===== src/sv/clktp_pkg.sv =====
// Shared types and constants for the clock time text parser.
// Parser state record, field and verdict codes, character codes.
// No dependencies.
`default_nettype none

package clktp_pkg;

	typedef enum logic [1:0] {
		FIELD_HOUR   = 2'd0,
		FIELD_MINUTE = 2'd1,
		FIELD_SECOND = 2'd2,
		FIELD_SUFFIX = 2'd3
	} field_t;

	typedef enum logic [1:0] {
		VERDICT_VALID        = 2'd0,
		VERDICT_INTERMEDIATE = 2'd1,
		VERDICT_INVALID      = 2'd2
	} verdict_t;

	localparam logic [7:0] CH_TAB   = 8'd9;
	localparam logic [7:0] CH_CR    = 8'd13;
	localparam logic [7:0] CH_SPACE = 8'd32;
	localparam logic [7:0] CH_ZERO  = 8'h30;
	localparam logic [7:0] CH_NINE  = 8'h39;
	localparam logic [7:0] CH_COLON = 8'h3A;
	localparam logic [7:0] CH_UA    = 8'h41;
	localparam logic [7:0] CH_LA    = 8'h61;
	localparam logic [7:0] CH_UP    = 8'h50;
	localparam logic [7:0] CH_LP    = 8'h70;
	localparam logic [7:0] CH_UM    = 8'h4D;
	localparam logic [7:0] CH_LM    = 8'h6D;

	localparam logic [4:0] HOUR_MAX   = 5'd23;
	localparam logic [5:0] MINSEC_MAX = 6'd59;
	localparam logic [4:0] HOUR_NOON  = 5'd12;
	localparam logic [4:0] HOUR_AM_MAX = 5'd11;

	typedef struct packed {
		field_t     fidx;
		logic [1:0] dcnt;
		logic [5:0] accum;
		logic [4:0] hour;
		logic [5:0] minute;
		logic [5:0] second;
		logic       in_suffix;
		logic [1:0] slen;
		logic [1:0] pend;
		logic       first_m;
		logic       held;
		verdict_t   held_code;
	} clktp_state_t;

	localparam clktp_state_t STATE_RESET = '{
		fidx:      FIELD_HOUR,
		dcnt:      2'd0,
		accum:     6'd0,
		hour:      5'd0,
		minute:    6'd0,
		second:    6'd0,
		in_suffix: 1'b0,
		slen:      2'd0,
		pend:      2'd0,
		first_m:   1'b0,
		held:      1'b0,
		held_code: VERDICT_VALID
	};

endpackage

`default_nettype wire


===== src/sv/clktp_step.sv =====
// One character step of the time parser: next state and verdict.
// Purely combinational. Depends on clktp_pkg.
`default_nettype none

module clktp_step (
	input  wire clktp_pkg::clktp_state_t cur,
	input  wire logic [7:0]              ch,
	output clktp_pkg::clktp_state_t      nxt,
	output clktp_pkg::verdict_t          code
);

	logic       blank;
	logic       digit;
	logic       colon;
	logic       is_a;
	logic       is_p;
	logic       is_m;
	logic [9:0] val;
	logic [9:0] lim;
	logic [2:0] n;

	assign blank = (ch == clktp_pkg::CH_SPACE) ||
		((ch >= clktp_pkg::CH_TAB) && (ch <= clktp_pkg::CH_CR));
	assign digit = (ch >= clktp_pkg::CH_ZERO) && (ch <= clktp_pkg::CH_NINE);
	assign colon = (ch == clktp_pkg::CH_COLON);
	assign is_a  = (ch == clktp_pkg::CH_LA) || (ch == clktp_pkg::CH_UA);
	assign is_p  = (ch == clktp_pkg::CH_LP) || (ch == clktp_pkg::CH_UP);
	assign is_m  = (ch == clktp_pkg::CH_LM) || (ch == clktp_pkg::CH_UM);

	// accum * 10 + digit
	assign val = {1'b0, cur.accum, 3'b000} + {3'b000, cur.accum, 1'b0} + {6'd0, ch[3:0]};
	assign lim = (cur.fidx == clktp_pkg::FIELD_HOUR) ? {5'd0, clktp_pkg::HOUR_MAX}
		: {4'd0, clktp_pkg::MINSEC_MAX};
	assign n = {1'b0, cur.slen} + {1'b0, cur.pend} + 3'd1;

	always_comb begin
		nxt = cur;
		if (!cur.held) begin
			priority if (cur.in_suffix) begin
				if (blank) begin
					if (cur.pend < 2'd2) begin
						nxt.pend = cur.pend + 2'd1;
					end
				end else begin
					if ((cur.slen == 2'd0) && (cur.pend == 2'd0)) begin
						nxt.first_m = is_m;
					end
					nxt.slen = (n > 3'd2) ? 2'd2 : n[1:0];
					nxt.pend = 2'd0;
				end
			end else if (blank) begin
				nxt = cur;
			end else if (digit) begin
				if ((cur.fidx == clktp_pkg::FIELD_SUFFIX) || (cur.dcnt > 2'd1)) begin
					nxt.held      = 1'b1;
					nxt.held_code = clktp_pkg::VERDICT_INVALID;
				end else if (val > lim) begin
					nxt.held      = 1'b1;
					nxt.held_code = clktp_pkg::VERDICT_INTERMEDIATE;
				end else begin
					nxt.accum = val[5:0];
					nxt.dcnt  = cur.dcnt + 2'd1;
					unique case (cur.fidx)
						clktp_pkg::FIELD_HOUR: begin
							nxt.hour   = val[4:0];
							nxt.minute = 6'd0;
							nxt.second = 6'd0;
						end
						clktp_pkg::FIELD_MINUTE: begin
							nxt.minute = val[5:0];
							nxt.second = 6'd0;
						end
						default: begin
							nxt.second = val[5:0];
						end
					endcase
				end
			end else if (colon) begin
				if ((cur.fidx == clktp_pkg::FIELD_SECOND) ||
				    (cur.fidx == clktp_pkg::FIELD_SUFFIX) || (cur.dcnt == 2'd0)) begin
					nxt.held      = 1'b1;
					nxt.held_code = clktp_pkg::VERDICT_INTERMEDIATE;
				end else begin
					nxt.accum = 6'd0;
					nxt.dcnt  = 2'd0;
					nxt.fidx  = (cur.fidx == clktp_pkg::FIELD_HOUR) ?
						clktp_pkg::FIELD_MINUTE : clktp_pkg::FIELD_SECOND;
				end
			end else if (is_a || is_p) begin
				if ((cur.fidx == clktp_pkg::FIELD_HOUR) && (cur.dcnt == 2'd0)) begin
					nxt.held      = 1'b1;
					nxt.held_code = clktp_pkg::VERDICT_INTERMEDIATE;
				end else begin
					nxt.accum     = 6'd0;
					nxt.dcnt      = 2'd0;
					nxt.fidx      = clktp_pkg::FIELD_SUFFIX;
					nxt.in_suffix = 1'b1;
					if (cur.hour == clktp_pkg::HOUR_NOON) begin
						if (is_a) begin
							nxt.hour = 5'd0;
						end
					end else if (cur.hour > clktp_pkg::HOUR_AM_MAX) begin
						nxt.in_suffix = 1'b0;
						nxt.held      = 1'b1;
						nxt.held_code = clktp_pkg::VERDICT_INTERMEDIATE;
					end else if (is_p) begin
						nxt.hour = cur.hour + clktp_pkg::HOUR_NOON;
					end
				end
			end else begin
				nxt.held      = 1'b1;
				nxt.held_code = clktp_pkg::VERDICT_INVALID;
			end
		end
	end

	always_comb begin
		priority if (nxt.held) begin
			code = nxt.held_code;
		end else if (!nxt.in_suffix || (nxt.slen == 2'd0)) begin
			code = clktp_pkg::VERDICT_VALID;
		end else if (nxt.slen == 2'd1) begin
			code = nxt.first_m ? clktp_pkg::VERDICT_VALID : clktp_pkg::VERDICT_INVALID;
		end else begin
			code = clktp_pkg::VERDICT_INTERMEDIATE;
		end
	end

endmodule

`default_nettype wire


===== src/sv/clock_time_text_parser_core.sv =====
// Clock time text parser, one character beat per cycle.
// A last beat is registered at the input; its result is then registered with out_valid.
// Throughput: one character per cycle; only a last beat waits while a result is stalled.
// arst_n clears the parser state and all valid flags; the state also
// returns to reset after each last beat. Depends on clktp_pkg, clktp_step.
`default_nettype none

module clock_time_text_parser_core (
	input  wire        clk,
	input  wire        arst_n,
	input  wire        in_valid,
	output logic       in_stall,
	input  wire  [7:0] ch,
	input  wire        last,
	output logic       out_valid,
	input  wire        out_stall,
	output logic [1:0] verdict,
	output logic [4:0] hour,
	output logic [5:0] minute,
	output logic [5:0] second,
	output logic [10:0] minutes_of_day
);

	logic                    valid_s1;
	logic [7:0]              ch_s1;
	logic                    last_s1;
	clktp_pkg::clktp_state_t state_q;
	clktp_pkg::clktp_state_t state_nxt;
	clktp_pkg::verdict_t     code;
	logic                    advance;
	logic                    fire;
	logic                    out_valid_q;
	logic [10:0]             mod_nxt;

	clktp_step u_step (
		.cur  (state_q),
		.ch   (ch_s1),
		.nxt  (state_nxt),
		.code (code)
	);

	assign advance  = !out_valid_q || !out_stall;
	assign fire     = valid_s1 && (!last_s1 || advance);
	assign in_stall = valid_s1 && last_s1 && !advance;

	// hour * 60 + minute
	assign mod_nxt = ({6'd0, state_nxt.hour} << 6) - ({6'd0, state_nxt.hour} << 2)
		+ {5'd0, state_nxt.minute};

	always_ff @(posedge clk or negedge arst_n) begin
		if (!arst_n) begin
			valid_s1 <= 1'b0;
		end else if (!in_stall) begin
			valid_s1 <= in_valid;
		end
	end

	always_ff @(posedge clk) begin
		if (in_valid && !in_stall) begin
			ch_s1   <= ch;
			last_s1 <= last;
		end
	end

	always_ff @(posedge clk or negedge arst_n) begin
		if (!arst_n) begin
			state_q <= clktp_pkg::STATE_RESET;
		end else if (fire) begin
			state_q <= last_s1 ? clktp_pkg::STATE_RESET : state_nxt;
		end
	end

	always_ff @(posedge clk or negedge arst_n) begin
		if (!arst_n) begin
			out_valid_q <= 1'b0;
		end else if (fire && last_s1) begin
			out_valid_q <= 1'b1;
		end else if (!out_stall) begin
			out_valid_q <= 1'b0;
		end
	end

	always_ff @(posedge clk) begin
		if (fire && last_s1) begin
			verdict        <= code;
			hour           <= state_nxt.hour;
			minute         <= state_nxt.minute;
			second         <= state_nxt.second;
			minutes_of_day <= mod_nxt;
		end
	end

	assign out_valid = out_valid_q;

endmodule

`default_nettype wire


===== config.mk =====
export PLATFORM = sky130hd
export DESIGN_NAME = clock_time_text_parser_core
export DESIGN_NICKNAME = d
export VERILOG_FILES = /design/src/sv/clktp_pkg.sv /design/src/sv/clktp_step.sv /design/src/sv/clock_time_text_parser_core.sv
export SDC_FILE = /design/constraint.sdc
export NUM_CORES = 1
export LEC_CHECK = 0
export ABC_AREA = 1
export BUFFER_PORTS_ARGS = -buffer_cell sky130_fd_sc_hd__buf_4
export CORE_MARGIN = 10
export CORE_UTILIZATION = 40
export DETAILED_ROUTE_END_ITERATION = 10
export MAX_ROUTING_LAYER = met4
export PLACE_DENSITY = 0.56
export SKIP_CTS_REPAIR_TIMING = 1
export SLEW_MARGIN = 0
export SYNTH_ARGS = -nofsm -noshare
export SYNTH_HDL_FRONTEND = slang
export SYNTH_HIERARCHICAL = 1
export SYNTH_SLANG_ARGS = --single-unit

===== constraint.sdc =====
create_clock -name clk -period 5.7 [get_ports clk]
set_input_delay 1.14 -clock clk [delete_from_list [all_inputs] [get_ports clk]]
set_output_delay 1.14 -clock clk [all_outputs]
set_load 0.01 [all_outputs]

# [After elaboration in Yosys (flattened, before gate mapping)]
# Cells that the tools add are included.
[op_classes] add_sub_neg=9 magnitude_cmp=9 eq_ne=25 mux=53 n_reduce_logical=38
[op_table] operator="2-to-1 mux 36 bit" n=2
[op_table] operator="2-to-1 mux 28 bit" n=2
[op_table] operator="2-to-1 mux 25 bit" n=2
[op_table] operator="equality test 8 x 7 -> 1 bit (second input constant)" n=6
[op_table] operator="2-to-1 mux 5 bit" n=7
[op_table] operator="2-to-1 mux 3 bit" n=11
[op_table] operator="2-to-1 mux 15 bit" n=2
[op_table] operator="2-to-1 mux 10 bit" n=2
[op_table] operator="2-to-1 mux 2 bit" n=10
[op_table] operator="equality test 8 x 6 -> 1 bit (second input constant)" n=2
[op_table] operator="2-to-1 mux 13 bit" n=1
[op_table] operator="2-to-1 mux 12 bit" n=1
[op_table] operator="2-to-1 mux 6 bit" n=2
[op_table] operator="inequality test 3 bit (second input constant)" n=4
[op_table] operator="case mux 6 bit (2 select lines)" n=1
[op_table] operator="adder 11 x 6 -> 11 bit" n=1
[op_table] operator="logical OR 1 bit" n=11
[op_table] operator="subtractor 11 x 7 -> 11 bit" n=1
[op_table] operator="adder 10 x 4 -> 10 bit" n=1
[op_table] operator="adder 9 x 7 -> 10 bit" n=1
[op_table] operator="greater-than comparator 10 bit" n=1
[op_table] operator="zero test 2 bit" n=5
[op_table] operator="2-to-1 mux 1 bit" n=10
[op_table] operator="logical AND 1 bit" n=9
[op_table] operator="other kinds (28)" n=39
[word_totals] register_bits=77 input_bits=13 output_inout_bits=32 elab_cells=155

# [Depth between registers and ports, before layout]
# Gate-level depths: netlist of the first run.
[depth] depth_word=16 depth_mapped=27 depth_no_buf=26

# [Modules after synthesis]
# The synthesis of the first run kept the hierarchy.
[modules_own_cells] module="clock_time_text_parser_core" n_inst=1 cells_each=266 area_each_um2=2947.8 seq_area_each_um2=2062.0
[modules_own_cells] module="clktp_step" n_inst=1 cells_each=338 area_each_um2=1830.5 seq_area_each_um2=0.0

# [Worst setup path after synthesis of the first run]
# Ideal clock, no wire load.
[synth_timing] path_kind="reg-to-reg" from="register ch_s1[3]" to="register minutes_of_day[10], data pin" setup_ps=252 arrival_ps=3919 t_required_ps=5448 path_slack_ps=1529 stages_incl_launch_ff=27 path_buffers=1 period_less_slack_ps=4171 path_cell_list="edfxtp_1 inv_1 fa_1 inv_1 ha_1 nand3_1 nand3_1 xor2_1 ha_1 nand3_1 nor2_1 a21oi_4 nor2_8 and3_1 buf_6 nand2_2 o21ai_1 inv_1 ha_1 nand2_1 inv_1 nand2_1 nand3_1 nand2_1 nand2_1 nand2_1 nand2_1"
[synth_rtl] element="start, declared" line_no="clock_time_text_parser_core.sv:25" source="logic [7:0] ch_s1;"
[synth_rtl] element="start signal, assigned" line_no="clock_time_text_parser_core.sv:60" source="ch_s1 <= ch;"
[synth_rtl] element="end signal, assigned" line_no="clock_time_text_parser_core.sv:89" source="minutes_of_day <= mod_nxt;"
[synth_rtl] element="end, declared" line_no="clock_time_text_parser_core.sv:21" source="output logic [10:0] minutes_of_day"

==> impl_metrics.ini, run 1 <==
[critical_path]
crit_buf_inv = 3
crit_path_frequent_cell = nand2_1
critPathSlowestCell = fa_1
end_kind = register
max_stage_delay_ns = 0.54
path_cells = inv_1 -> fa_1 -> inv_1 -> ha_1 -> nand3_1 -> nand3_1 -> xor2_1 -> ha_1 -> nand3_1 -> nor2_1 -> a21oi_4 -> nor2_8 -> and3_1 -> nand2_2 -> o21ai_1 -> inv_1 -> ha_1 -> a21oi_1 -> o21ai_0 -> nand2_1 -> nand2_1 -> nand2_1 -> nand2_1
crit_type = register to register
required_ns = 5.78
crit_fanout = 9
critPathLaunchType = register
cp_top_family = simple AND/OR/NAND/NOR gates
worstPathArrival_ns = 4.86

[synthesis]
yosys_register_bits = 75
synth_edf_count = 37
synth.top_cell.area_share = 0.233
async_reset_ff_frac = 0.507
ys.flop_type = dfrtp_1
synthesis.area_um2 = 4780
synth_largest_area_cell = edfxtp_1
synth_cells = 604
post_synth_num_cell_types = 38
yosysMostFrequentCell = nand2_1
syn_nets = 647
ys_seq_area_frac = 0.432
netlist_top_cells_area = edfxtp_1 (23%), dfrtp_1 (20%), nand2_1 (15%)
ys_warn_count = 6
postSynthAreaPerCell_um2 = 7.91
synthTopCellsByCount = nand2_1 (187), inv_1 (80), nand3_1 (62), nor2_1 (41), dfrtp_1 (38)

[drt]
wl_per_cell_um = 14.8
route.detailed.drc = 0
via_count = 4018
antenna_left = 0
viasPerCell = 5.08
drtIter0Drc = 268
drt-pass1-iter-count = 5
drt-total-wl_mm = 11.7

[floorplan]
initial_core_util = 0.413
die_h_um = 129
pin_count = 45
row_count = 39
die_area_um2 = 16700
die_x_um = 129
coreArea_um2 = 11600

[final_layout]
diodes = 0
area_growth_pct = 13.8
utilization = 0.470
fin_area_um2 = 5440
final_layout_size_suffix_gt1_frac = 0.147
nets = 686
final_cells = 791

[global_routing]
grt_pass1_vias = 4000
overflow = 0
grt_pass1_wl_mm = 19.7
antenna_found_initial = 0
grt_start_max_net_pins = 39
track_usage = 0.151

[clock_network]
ctsHtreeMaxLevel = 3
numCtsBuffers = 9
clk_latency_ns = 0.33
cts_root_buffer = clkbuf_16
cts_tree = yes
clockBufferDepth = 2
clock-sinks = 75
clkTransAtPathRegs_ns = 0.06

[hold_path]
worstHoldPathType = register to register

[timing]
min_period_over_period = 0.838
fin_worst_skew_ns = 0.00747
worst_pin_slew_ns = 1.17
final.setup.tns_ns = 0
fmax_mhz = 209
slew_headroom = 0.221
setup_slack_ns = 0.921
fin_crit_ns = 4.78
finalHoldViolCount = 0
rsz0062_at_grt = no
setup_violations = 0
drv_slew = 0

[placed_design]
pre_cts_ws_ns = 0.931
port_buffers = 44
dp_cells = 775
place_area_um2 = 5180
place.gp.congestion = 0.922
dp_hpwl_mm = 8.43

[job]
cap_violations = 0

[power]
vdd.ir_drop.worst_mv = 0.190
power_leakage_uw = 0.00274
pwr_density_cell_nw_per_um2 = 270

[run_status]
status = completed
-- registers in the layout, indices dropped and copies added, names as in the netlist --
name	cells
ch_s1	8
hour	5
last_s1	1
minute	4
minutes_of_day	11
out_valid	1
second	6
state_q	36
valid_s1	1
verdict	2
-- per-layer routing --
metal / track usage / part of all wire
met4: 0.0395 / 0.012
met5: - / 0
met1: 0.179 / 0.46
met3: 0.0298 / 0.046
met2: 0.256 / 0.48
-- layout by cell type (no fill, tap or decap), types with 17 or more instances in the layout --
cell and n:
a21oi_1 17, o21ai_0 20, inv_1 80, edfxtp_1 37
nand3_1 62, buf_4 45, dfrtp_1 38, nor2_1 41
ha_1 27, nand2_1 187
-- cells by family after synthesis --
group / Yosys count / share of synthesized area
flip-flops: 75 / 0.432
XOR/XNOR: 5 / 0.00916
adder cells (fa/ha/maj): 30 / 0.0833
AO/OA/AOI/OAI: 65 / 0.0827
AND/OR/NAND/NOR: 326 / 0.302
buffers and inverters: 103 / 0.0911
-- tightest hold or removal path, cell delays in order (launching register included) --
cell and delay (ns):
dfrtp_1 0.34, nand2_1 0.05, nand2_1 0.05
-- per-stage QoR --
step / hold WS, ns / power [uW]
floorplan: 0.442 / 876
global placement: 0.455 / 970
detailed placement: 0.461 / 975
CTS: 0.475 / 1490
global route: 0.490 / 1550
finish: 0.470 / 1470
-- power by group --
group | total, uW | internal, uW | switching, uW
clock | 506 | 292 | 214
combinational | 318 | 114 | 204
sequential | 642 | 619 | 23.4
-- layout make-up --
cell class	instances	area, um^2
multi-input cells	426	2280
clock buffers	12	236
fillers	1131	6130
flip-flops and latches	75	2060
inverters	86	323
repair buffers	45	338
clock inverters	4	20.0
well taps	143	179
-- final timing paths --
path / to / slack, ns / depth (start not counted) / startpoint
max in group asynchronous: state_q[18] / 4.54 / 1 / arst_n
worst min-delay path: state_q[13] / 0.47 / 2 / state_q[13]
worst min register to register: state_q[13] / 0.47 / 2 / state_q[13]
worst max register to register: minutes_of_day[7] / 0.92 / 23 / ch_s1[3]
worst max-delay path: minutes_of_day[7] / 0.92 / 23 / ch_s1[3]
min in group asynchronous: state_q[5] / 0.79 / 1 / arst_n
No activity file was read; power rests on OpenSTA's default activity.
==> run 2, diff against run 1 <==
PLACE_DENSITY = 0.58   (was 0.56)
clock period = 4.3 ns   (was 5.7 ns; I/O delays follow)
==> impl_metrics.ini, run 2 (synthesis gave the netlist of run 1 again) <==
[floorplan]
row_count = 39
die_x_um = 129
initial_core_util = 0.413
pin_count = 45
die_area_um2 = 16700
die_h_um = 129
coreArea_um2 = 11600

[timing]
worst_pin_slew_ns = 0.694
fin_worst_skew_ns = 0.00763
finalHoldViolCount = 0
setup_violations = 0
whs_ns = 0.466
drv_slew = 0
fin_crit_ns = 4.06
fmax_mhz = 246
slew_headroom = 0.536
min_period_over_period = 0.945

[power]
vdd.ir_drop.worst_mv = 0.256
swShare = 0.298
power_leakage_uw = 0.00286
pwr-share-clk = 0.360
pwr_density_cell_nw_per_um2 = 363
pwr-share-comb = 0.237
p_sw_uw = 629
internal-power_uw = 1480
seq_power_share = 0.403

[critical_path]
crit_type = register to register
end_kind = register
worstPathArrival_ns = 4.17
required_ns = 4.40
crit_fanout = 5
critPathLaunchType = register

[final_layout]
layout_common_cells = nand2_1 (184), inv_1 (74), buf_4 (63)
largest_reg_flops = 36
final_common_cell = nand2_1
num-fill-cells = 1127
reg.largest.list = state_q: 36 flops, minutes_of_day: 11 flops, ch_s1: 8 flops
fin_area_um2 = 5820
largest-register = state_q
diodes = 0
final_cells = 810
final_layout_size_suffix_gt1_frac = 0.217
nets = 705
area_growth_pct = 21.7

[clock_network]
cts_root_buffer = clkbuf_16
clkTransAtPathRegs_ns = 0.06
numCtsBuffers = 9
clk_latency_ns = 0.34
clock-sinks = 75
clockBufferDepth = 2
cts_tree = yes
ctsHtreeMaxLevel = 3

[global_routing]
track_usage = 0.153
grt_pass1_wl_mm = 19.8
overflow = 0
grt_start_max_net_pins = 39
grt_pass1_vias = 4070
antenna_found_initial = 0

[drt]
wl_per_cell_um = 14.9
drt-pass1-iter-count = 4
via_count = 4092
drt-total-wl_mm = 12.1
drtIter0Drc = 276
antenna_left = 0
viasPerCell = 5.05
route.detailed.drc = 0

[placed_design]
port_buffers = 44
dp_hpwl_mm = 8.66
place_area_um2 = 5300
dp_cells = 791
place.gp.congestion = 0.903

[hold_path]
worstHoldPathType = register to register

[run_status]
status = completed

[job]
cap_violations = 0
## run 2: area by class of cell
class | instances | area, um^2 | share of cell area
well taps | 143 | 179 | 0.0308
inverters | 86 | 323 | 0.0555
clock buffers | 11 | 243 | 0.0417
flip-flops and latches | 75 | 2060 | 0.355
repair buffers | 64 | 488 | 0.0839
clock inverters | 5 | 53.8 | 0.00925
multi-input cells | 426 | 2470 | 0.424
## run 2: power groups by stage
stage          sequential (uW)  clock (uW)  combinational, uW
3_5_place_dp               863           0                461
3_3_place_gp               862           0                455
2_1_floorplan              870           0                292
5_1_grt                    857         805                566
4_1_cts                    850         773                462
6_report                   849         760                500
## run 2: metal layers
metal / share of wire / track usage
met1: 0.48 / 0.192
met2: 0.47 / 0.237
met3: 0.040 / 0.0290
met4: 0.015 / 0.0656
met5: 0 / -
## run 2: critical path: stages, from the launching register on
cell and delay [ns]:
edfxtp_1 0.36, inv_2 0.05, fa_1 0.52, inv_1 0.06, ha_1 0.30, nand3_2 0.08, nand3_2 0.09, xor2_2 0.16
ha_1 0.33, nand3_2 0.11, nor2_4 0.15, a21oi_4 0.06, nor2_8 0.13, and3_4 0.22, buf_8 0.14, nand2_8 0.07
o21ai_4 0.20, ha_4 0.23, nand2_1 0.09, nand2_1 0.06, nand2_1 0.07, nand3_2 0.10, nand2_2 0.07, nand2_1 0.06
nand2_1 0.06, nand2_1 0.04
## run 2: path summary, 6_finish.rpt
path / start / to / slack, ns / cells past startpoint
worst max-delay path: ch_s1[3] / minutes_of_day[10] / 0.24 / 25
worst min-delay path: state_q[4] / state_q[4] / 0.47 / 2
worst max register to register: ch_s1[3] / minutes_of_day[10] / 0.24 / 25
worst min register to register: state_q[4] / state_q[4] / 0.47 / 2
max in group asynchronous: arst_n / state_q[9] / 3.42 / 1
min in group asynchronous: arst_n / state_q[7] / 0.50 / 1
## run 2: per-stage QoR
stage | TNS, ns | utilization | setup WS (ns) | power [uW]
global route | -0.0723 | 0.503 | -0.0371 | 2230
finish | 0 | 0.503 | 0.235 | 2110
floorplan | 0 | - | 0.129 | 1160
global placement | 0 | 0.459 | 0.152 | 1320
CTS | 0 | 0.484 | 0.0480 | 2080
detailed placement | 0 | 0.459 | 0.0412 | 1320
==> run 3, diff against run 2 <==
ABC_AREA = not set   (was 1)
==> impl_metrics.ini, run 3 <==
[floorplan]
die_area_um2 = 15300
row_count = 37
die_h_um = 124
pin_count = 45
coreArea_um2 = 10400
die_x_um = 124
initial_core_util = 0.414

[job]
cap_violations = 0

[synthesis]
ys_warn_count = 6
ys.flop_type = dfrtp_1
synth_largest_area_cell = edfxtp_1
netlist_top_cells_area = edfxtp_1 (26%), dfrtp_1 (22%), ha_1 (7.8%)
async_reset_ff_frac = 0.507
syn_nets = 438
synth.top_cell.area_share = 0.258
post_synth_num_cell_types = 64
synth_edf_count = 37
synth_cells = 395
yosys_register_bits = 75
ys_seq_area_frac = 0.478
yosysMostFrequentCell = inv_1
postSynthAreaPerCell_um2 = 10.9
synthTopCellsByCount = inv_1 (41), a22o_1 (38), dfrtp_1 (38), edfxtp_1 (37), ha_1 (27)
synthesis.area_um2 = 4310

[final_layout]
final_layout_size_suffix_gt1_frac = 0.309
nets = 517
layout_common_cells = buf_4 (83), inv_1 (38), a22o_1 (38), dfrtp_1 (38), edfxtp_1 (37)
diodes = 0
largest_reg_flops = 36
fin_area_um2 = 5480
largest-register = state_q
final_common_cell = buf_4
reg.largest.list = state_q: 36 flops, minutes_of_day: 11 flops, ch_s1: 8 flops
area_growth_pct = 26.9

[timing]
finalHoldViolCount = 0
fin_worst_skew_ns = 0.00737
min_period_over_period = 1.00
slew_headroom = 0.389
drv_slew = 0
worst_pin_slew_ns = 0.915
setup_violations = 1
fmax_mhz = 232
rsz0062_at_grt = yes
fin_crit_ns = 4.30
setup_slack_ns = -0.00369

[global_routing]
grt_pass1_wl_mm = 16.7
grt_start_max_net_pins = 39
antenna_found_initial = 0
track_usage = 0.143
overflow = 0
grt_pass1_vias = 3281

[drt]
drtIter0Drc = 241
via_count = 3311
drt-total-wl_mm = 10.2
drt-pass1-iter-count = 4
viasPerCell = 5.38
route.detailed.drc = 0
wl_per_cell_um = 16.5
antenna_left = 0

[placed_design]
place_area_um2 = 5070
place.gp.congestion = 0.866
dp_hpwl_mm = 7.12
port_buffers = 44

[clock_network]
clock-sinks = 75
clkTransAtPathRegs_ns = 0.08
clockBufferDepth = 2
cts_tree = yes
ctsHtreeMaxLevel = 3
clk_latency_ns = 0.37
cts_root_buffer = clkbuf_8
numCtsBuffers = 9

[power]
power_leakage_uw = 0.00240
vdd.ir_drop.worst_mv = 0.172
pwr_density_cell_nw_per_um2 = 288
finalPower_uw = 1580

[critical_path]
path_cells = ha_1 -> ha_1 -> fa_1 -> ha_1 -> a21o_1 -> a31oi_4 -> a31oi_4 -> nor4b_4 -> nor2b_1 -> buf_4 -> mux2i_1 -> ha_4 -> o211ai_4 -> nand4b_4 -> a211oi_2 -> xnor2_1
max_stage_delay_ns = 0.56
r2r-end = minutes_of_day[10]
crit_type = register to register
r2r_start = ch_s1[2]
crit_path_frequent_cell = ha_1
worstPathArrival_ns = 4.43
crit_path_start = ch_s1[2]
end_kind = register
r2r_cells = 16
crit_fanout = 5
required_ns = 4.42
critPathSlowestCell = fa_1
critPathLaunchType = register
reg2reg_slack_ns = -0.004

[run_status]
status = complete, but fails checks
violations = negative setup slack

[hold_path]
worstHoldPathType = input pin to async pin
## run 3: power breakdown
| part | switching (uW) | total (uW) | internal (uW) |
|---|---|---|---|
| combinational | 130 | 237 | 108 |
| sequential | 15.5 | 803 | 787 |
| clock | 278 | 538 | 260 |
## run 3: cell families after synthesis
kind of cell             after synthesis  synth area share
AND/OR/NAND/NOR                      109             0.139
multiplexers                          17            0.0406
flip-flops                            75             0.478
XOR/XNOR                               9            0.0183
AO/OA/AOI/OAI                         97             0.173
adder cells (fa/ha/maj)               30            0.0922
buffers and inverters                 58            0.0589
## run 3: layout make-up
cell class / count / area (um^2)
fillers: 936 / 4940
inverters: 41 / 154
flip-flops and latches: 75 / 2060
repair buffers: 85 / 646
well taps: 136 / 170
clock buffers: 11 / 163
multi-input cells: 262 / 2250
clock inverters: 5 / 35.0
## run 3: critical path: cells and delay by family, from the launching register on
family / cells / cell delay, ns
buffers and inverters: 1 / 0.19
and+or+nand+nor: 3 / 0.55
muxes: 1 / 0.38
xor gates and xnor gates: 1 / 0.10
DFF: 1 / 0.41
AOI/OAI and AO/OA: 5 / 0.80
adders and majority gates: 5 / 1.62
## run 3: per-layer routing
metal,share of wire,global-route usage,up-vias
met1,0.45,0.178,1614
met3,0.059,0.0317,17
met5,0,-,-
li1,-,-,1608
met2,0.47,0.216,72
met4,0.023,0.0721,0
## run 3: worst max-delay path by stage
| stage | endpoint | cells after the start |
|---|---|---|
| 6_report | minutes_of_day[10] | 16 |
| 5_1_grt | minutes_of_day[10] | 17 |
| 4_1_cts | minutes_of_day[10] | 19 |
| 3_5_place_dp | minutes_of_day[10] | 19 |
| 3_3_place_gp | minutes_of_day[10] | 19 |
| 2_1_floorplan | minutes_of_day[10] | 19 |
## run 3: stage by stage
stage | setup slack (ns) | utilization | hold slack, ns | std cells | TNS, ns
after floorplan | -0.0768 | - | 0.469 | 395 | -0.0829
final | -0.00369 | 0.526 | 0.468 | 615 | -0.00369
after CTS | -0.172 | 0.506 | 0.478 | 611 | -0.481
after global routing | -0.171 | 0.526 | 0.488 | 615 | -0.550
after global placement | -0.0193 | 0.487 | 0.488 | 595 | -0.0193
after detailed placement | -0.154 | 0.487 | 0.492 | 595 | -0.389
